## src/rtl/pmp_pkg.sv

```systemverilog
`default_nettype none

package pmp_pkg;

    localparam int DIV_NUM_W = 80;
    localparam int DIV_DEN_W = 64;
    localparam int DIV_CNT_W = 7;

    localparam logic [1:0] STATUS_OK       = 2'd0;
    localparam logic [1:0] STATUS_FEW      = 2'd1;
    localparam logic [1:0] STATUS_ZERO     = 2'd2;
    localparam logic [1:0] STATUS_OVERFLOW = 2'd3;

    localparam logic signed [63:0] SUM_MAX = 64'sh7FFF_FFFF_FFFF_FFFF;
    localparam logic signed [63:0] SUM_MIN = 64'sh8000_0000_0000_0000;

    typedef struct packed {
        logic                 start;
        logic [DIV_NUM_W-1:0] num;
        logic [DIV_DEN_W-1:0] den;
    } div_req_t;

    typedef struct packed {
        logic                 done;
        logic [DIV_NUM_W-1:0] quo;
        logic [DIV_DEN_W-1:0] rem;
    } div_resp_t;

    typedef struct packed {
        logic signed [63:0] sum;
        logic               ov;
    } sat_sum_t;

    function automatic sat_sum_t sat_add(input logic signed [63:0] a,
                                         input logic signed [63:0] b);
        logic signed [64:0] s;
        sat_sum_t           r;
        s = {a[63], a} + {b[63], b};
        if (s[64] != s[63]) begin
            r.ov  = 1'b1;
            r.sum = s[64] ? SUM_MIN : SUM_MAX;
        end else begin
            r.ov  = 1'b0;
            r.sum = s[63:0];
        end
        return r;
    endfunction

endpackage

`default_nettype wire

```

## src/rtl/pmp_divider.sv

```systemverilog
`default_nettype none

module pmp_divider (
    input  wire                 aclk,
    input  wire                 aresetn,
    input  pmp_pkg::div_req_t   req,
    output pmp_pkg::div_resp_t  resp
);
    import pmp_pkg::*;

    logic [DIV_DEN_W:0]   rem_reg;
    logic [DIV_NUM_W-1:0] quo_reg;
    logic [DIV_CNT_W-1:0] cnt_reg;
    logic                 busy_reg;
    logic                 done_reg;
    logic [DIV_DEN_W:0]   rem_sh;
    logic [DIV_DEN_W:0]   rem_sub;
    logic                 fits;

    // restoring division, one quotient bit a cycle
    assign rem_sh  = {rem_reg[DIV_DEN_W-1:0], quo_reg[DIV_NUM_W-1]};
    assign rem_sub = rem_sh - {1'b0, req.den};
    assign fits    = rem_sh >= {1'b0, req.den};

    always_ff @(posedge aclk) begin
        if (!aresetn) begin
            busy_reg <= 1'b0;
            done_reg <= 1'b0;
            cnt_reg  <= '0;
        end else begin
            done_reg <= 1'b0;
            if (req.start) begin
                busy_reg <= 1'b1;
                cnt_reg  <= '0;
                rem_reg  <= '0;
                quo_reg  <= req.num;
            end else if (busy_reg) begin
                rem_reg <= fits ? rem_sub : rem_sh;
                quo_reg <= {quo_reg[DIV_NUM_W-2:0], fits};
                cnt_reg <= cnt_reg + 1'b1;
                if (cnt_reg == DIV_CNT_W'(DIV_NUM_W - 1)) begin
                    busy_reg <= 1'b0;
                    done_reg <= 1'b1;
                end
            end
        end
    end

    assign resp.done = done_reg;
    assign resp.quo  = quo_reg;
    assign resp.rem  = rem_reg[DIV_DEN_W-1:0];

endmodule

`default_nettype wire

```

## config.mk

```make
export PLATFORM = sky130hd
export DESIGN_NAME = pmp_divider
export DESIGN_NICKNAME = d
export VERILOG_FILES = /design/src/rtl/pmp_pkg.sv /design/src/rtl/pmp_divider.sv
export SDC_FILE = /design/constraint.sdc
export NUM_CORES = 1
export LEC_CHECK = 0
export ABC_CLOCK_PERIOD_IN_PS = 6100
export BUFFER_PORTS_ARGS = -buffer_cell sky130_fd_sc_hd__buf_2
export CORE_UTILIZATION = 54
export CTS_CLUSTER_SIZE = 16
export DETAILED_ROUTE_END_ITERATION = 8
export GPL_TIMING_DRIVEN = 0
export PLACE_DENSITY = 0.82
export SYNTH_ARGS = -nofsm -noshare
export SYNTH_HDL_FRONTEND = slang
export SYNTH_SLANG_ARGS = --single-unit
```

## constraint.sdc

```tcl
create_clock -name aclk -period 6.1 [get_ports aclk]
set_input_delay 0.61 -clock aclk [delete_from_list [all_inputs] [get_ports aclk]]
set_output_delay 0.61 -clock aclk [all_outputs]
set_load 0.01 [all_outputs]
```

==> flow_metrics.py <==
metrics = {
    "status": {
        "outcome": "completed",
    },
    "place": {
        "gp_congestion": 0.963,
        "hpwlAfterDp_um": 24300,
        "place_area_sq_mm": 0.0128,
        "place_ws_ns": 1.76,
        "place_inst": 1649,
        "io_buffers": 291,
    },
    "clocking": {
        "cts_setup_buffers": 0,
        "cts_tree": "built",
        "postCtsResizedCells": 0,
        "path_clk_slew_ns": 0.08,
        "clkSinkCount": 153,
        "clock_latency_ns": 0.44,
        "numCtsBuffers": 17,
        "root_buffer": "clkbuf_16",
        "cts_hold_buf": 0,
        "cts.htree.levels": 4,
        "clockBufferDepth": 2,
    },
    "setup_path": {
        "crit_type": "flip-flop to flip-flop",
        "critical_path.max_fanout": 6,
        "arrival_ns": 4.26,
        "crit_path_end_kind": "flip-flop",
        "required_ns": 6.25,
        "critPathLaunchType": "flip-flop",
    },
    "drt": {
        "postRouteAntennaNets": 0,
        "vias_per_cell": 5.77,
        "vias": 9728,
        "drc": 0,
        "routedWlPerCell_um": 18.6,
        "dr.first_iter.drc_count": 733,
        "drt_wl_total_um": 31300,
        "firstDrtPassIters": 5,
    },
    "floorplanning": {
        "dieArea_sq_mm": 0.0208,
        "die_h_um": 144,
        "core_area_sq_mm": 0.0197,
        "die_w_um": 144,
        "rows": 51,
        "io_pins": 292,
        "initial_core_util_pct": 55.6,
    },
    "cells_and_area": {
        "fillers": 1589,
        "layout-drive-gt1-share_pct": 31.7,
        "instances_no_fill": 1685,
        "nets": 1616,
        "largest_reg_flops": 80,
        "design_area_sq_mm": 0.0134,
        "syn_to_final_growth_pct": 22.9,
    },
    "synth": {
        "syn_inst": 1091,
        "async_reset_ff_share_pct": 0,
        "yosysTopAreaCellShare_pct": 39.6,
        "synth_area_per_cell_sq_um": 10.0,
        "synth_edf_count": 144,
        "synth_top_family_by_area": "compound AO/OA/AOI/OAI gates",
        "synthMuxAreaShare_pct": 12.2,
        "synth-compound-area-share_pct": 16.4,
        "post_synth_num_cell_types": 70,
        "synth_fp_nets": 1304,
        "synthTopCellsByArea": "edfxtp_1 (40%), mux2_2 (8.3%), ha_1 (7.4%)",
        "ys_ff_latch": 153,
        "ys.flop_type": "edfxtp_1",
        "synth-seq-area-share_pct": 41.2,
        "synthXorXnorAreaFrac_pct": 4.65,
        "yosys.area_share.simple_pct": 12.3,
        "synth_area_leader_cell": "edfxtp_1",
        "ys.warnings.count": 0,
        "synthAdderAreaFrac_pct": 7.62,
        "synth_area_sq_mm": 0.0109,
    },
    "power": {
        "power.total_mw": 3.59,
        "power_leakage_nw": 6.07,
        "p_clk_share_pct": 31.3,
        "power_switching_mw": 1.27,
        "swShare_pct": 35.5,
        "share_comb_of_total_power_pct": 31.8,
        "power_density_mw_per_mm2": 267,
        "p_int_mw": 2.31,
        "ir_drop_v": 0.000207,
        "power_frac_seq_pct": 36.9,
    },
    "sta": {
        "min_period_ns": 4.12,
        "holdWs_ns": 0.470,
        "finalSetupViolCount": 0,
        "skew_ns": 0.0120,
        "finalCritPeriodShare_pct": 67.5,
        "tightest_slew_ns": 1.08,
        "setup_slack_ns": 1.98,
        "max_slew_margin_pct": 26.0,
        "rsz0062_at_grt": "false",
        "max_freq_mhz": 243,
        "final_max_slew_viol_count": 0,
        "hold_viol": 0,
    },
    "global_route": {
        "grt_pass1_wl_um": 48400,
        "busiest_layer": "met2",
        "track_usage_pct": 30.5,
        "antenna_found_initial": 5,
        "grt_pass1_vias": 9577,
        "grt_overflow_total": 0,
        "grt_util_met2_pct": 53.3,
        "grt_max_degree": 71,
        "use_met1_pct": 35.7,
        "grt_use_met3_pct": 6.42,
    },
    "job": {
        "drv_cap": 0,
    },
    "hold_path": {
        "worstHoldPathType": "primary input to flip-flop",
    },
}
[cells by family (layout without fill, tap and decap cells)]
family,Yosys count,in the layout
buf+inv,146,471
simple gates,279,279
mux,123,123
fa+ha+maj,66,66
other cells,0,4
flops,153,153
compound gates,266,266
xor+xnor,58,58
[critical path, cell delays in order, from the launching register on]
cell	delay, ns
edfxtp_1	0.45
ha_1	0.40
a21o_1	0.23
a21boi_0	0.28
o211ai_1	0.24
a211o_1	0.30
a2111oi_0	0.85
nor4_1	0.24
nand2b_1	0.26
a21boi_0	0.26
xor2_1	0.22
a211oi_2	0.09
[final timing paths]
path | startpoint | to | slack (ns) | cells after the start
setup reg to reg | rem_reg[35]$_SDFFCE_PP0P_ | rem_reg[51]$_SDFFCE_PP0P_ | 1.98 | 11
hold / removal | req[133] | quo_reg[69]$_DFFE_PP_ | 0.47 | 2
hold reg to reg | cnt_reg[6]$_SDFFE_PP0P_ | done_reg$_SDFF_PP0_ | 0.49 | 2
setup / recovery | rem_reg[35]$_SDFFCE_PP0P_ | rem_reg[51]$_SDFFCE_PP0P_ | 1.98 | 11
[Yosys cell counts, drive strengths merged (3+ instances only)]
cell type,instances
o31ai,4
and2,3
xor2,28
or2,9
a21boi,8
clkbuf,43
nand4,21
a211o,4
a21oi,81
a21o,37
dfxtp,9
nor3,16
nand2b,8
nor2,97
inv,89
and3,9
mux2i,42
nand2,58
xnor2,30
nor4,8
o22ai,5
nand3,22
o21a,10
nor3b,5
o311ai,3
buf,14
o21bai,10
a31oi,12
nor2b,9
or3,5
edfxtp,144
mux2,81
a211oi,19
o21ai,49
o211ai,8
ha,65
[power by group through the flow]
stage                     registers [mW]  clock network (mW)  logic (mW)
after floorplan                     1.38                   0       0.756
after global placement              1.35                   0        1.09
after detailed placement            1.34                   0        1.12
after CTS                           1.32                1.13        1.13
after global routing                1.33                1.17        1.25
final                               1.32                1.12        1.14
[layer usage]
| layer | share of wire (%) | vias up |
|---|---|---|
| met5 | 0.070 | - |
| met4 | 4.1 | 4 |
| met3 | 7.5 | 79 |
| met2 | 49 | 455 |
| met1 | 39 | 4562 |
| li1 | - | 4628 |
[metrics by stage]
| step | utilization, % | TNS (ns) |
|---|---|---|
| after floorplan | - | 0 |
| after global placement | 64.7 | -58.98 |
| after detailed placement | 65.0 | 0 |
| after CTS | 68.3 | 0 |
| after global routing | 68.3 | 0 |
| final | 68.3 | 0 |
[layout by cell type (no fill, tap or decap), types with 5 or more instances in the layout]
cell type / count
o21ai_0: 46
xnor2_1: 30
o21a_1: 8
a21o_1: 37
mux2_2: 81
nor3_1: 16
o21bai_1: 9
a21boi_0: 8
clkinv_8: 8
nor2_1: 97
nand3_1: 22
edfxtp_1: 144
clkbuf_16: 17
a211oi_1: 5
nor4_1: 8
nand2_1: 58
o211ai_1: 8
nor2b_1: 9
buf_2: 294
nor3b_1: 5
xor2_1: 28
nand2b_1: 8
dfxtp_1: 9
clkbuf_1: 43
ha_1: 65
buf_6: 8
a21oi_1: 80
nand4_1: 21
or2_0: 5
a211oi_2: 14
a31oi_1: 11
or3_1: 5
inv_1: 89
and3_1: 9
o22ai_1: 5
mux2i_1: 42
[final cells by class]
class	instances	area, sq um	share of cell area [%]
Buffer	57	289	2.15
Clock buffer	17	425	3.17
Antenna cell	4	10.0	0.0745
Multi-Input combinational cell	792	5810	43.3
Timing Repair Buffer	293	1510	11.3
Inverter	89	334	2.49
Clock inverter	15	214	1.59
Tap cell	265	332	2.47
Sequential cell	153	4500	33.5
Power figures use the tool's default switching activity.
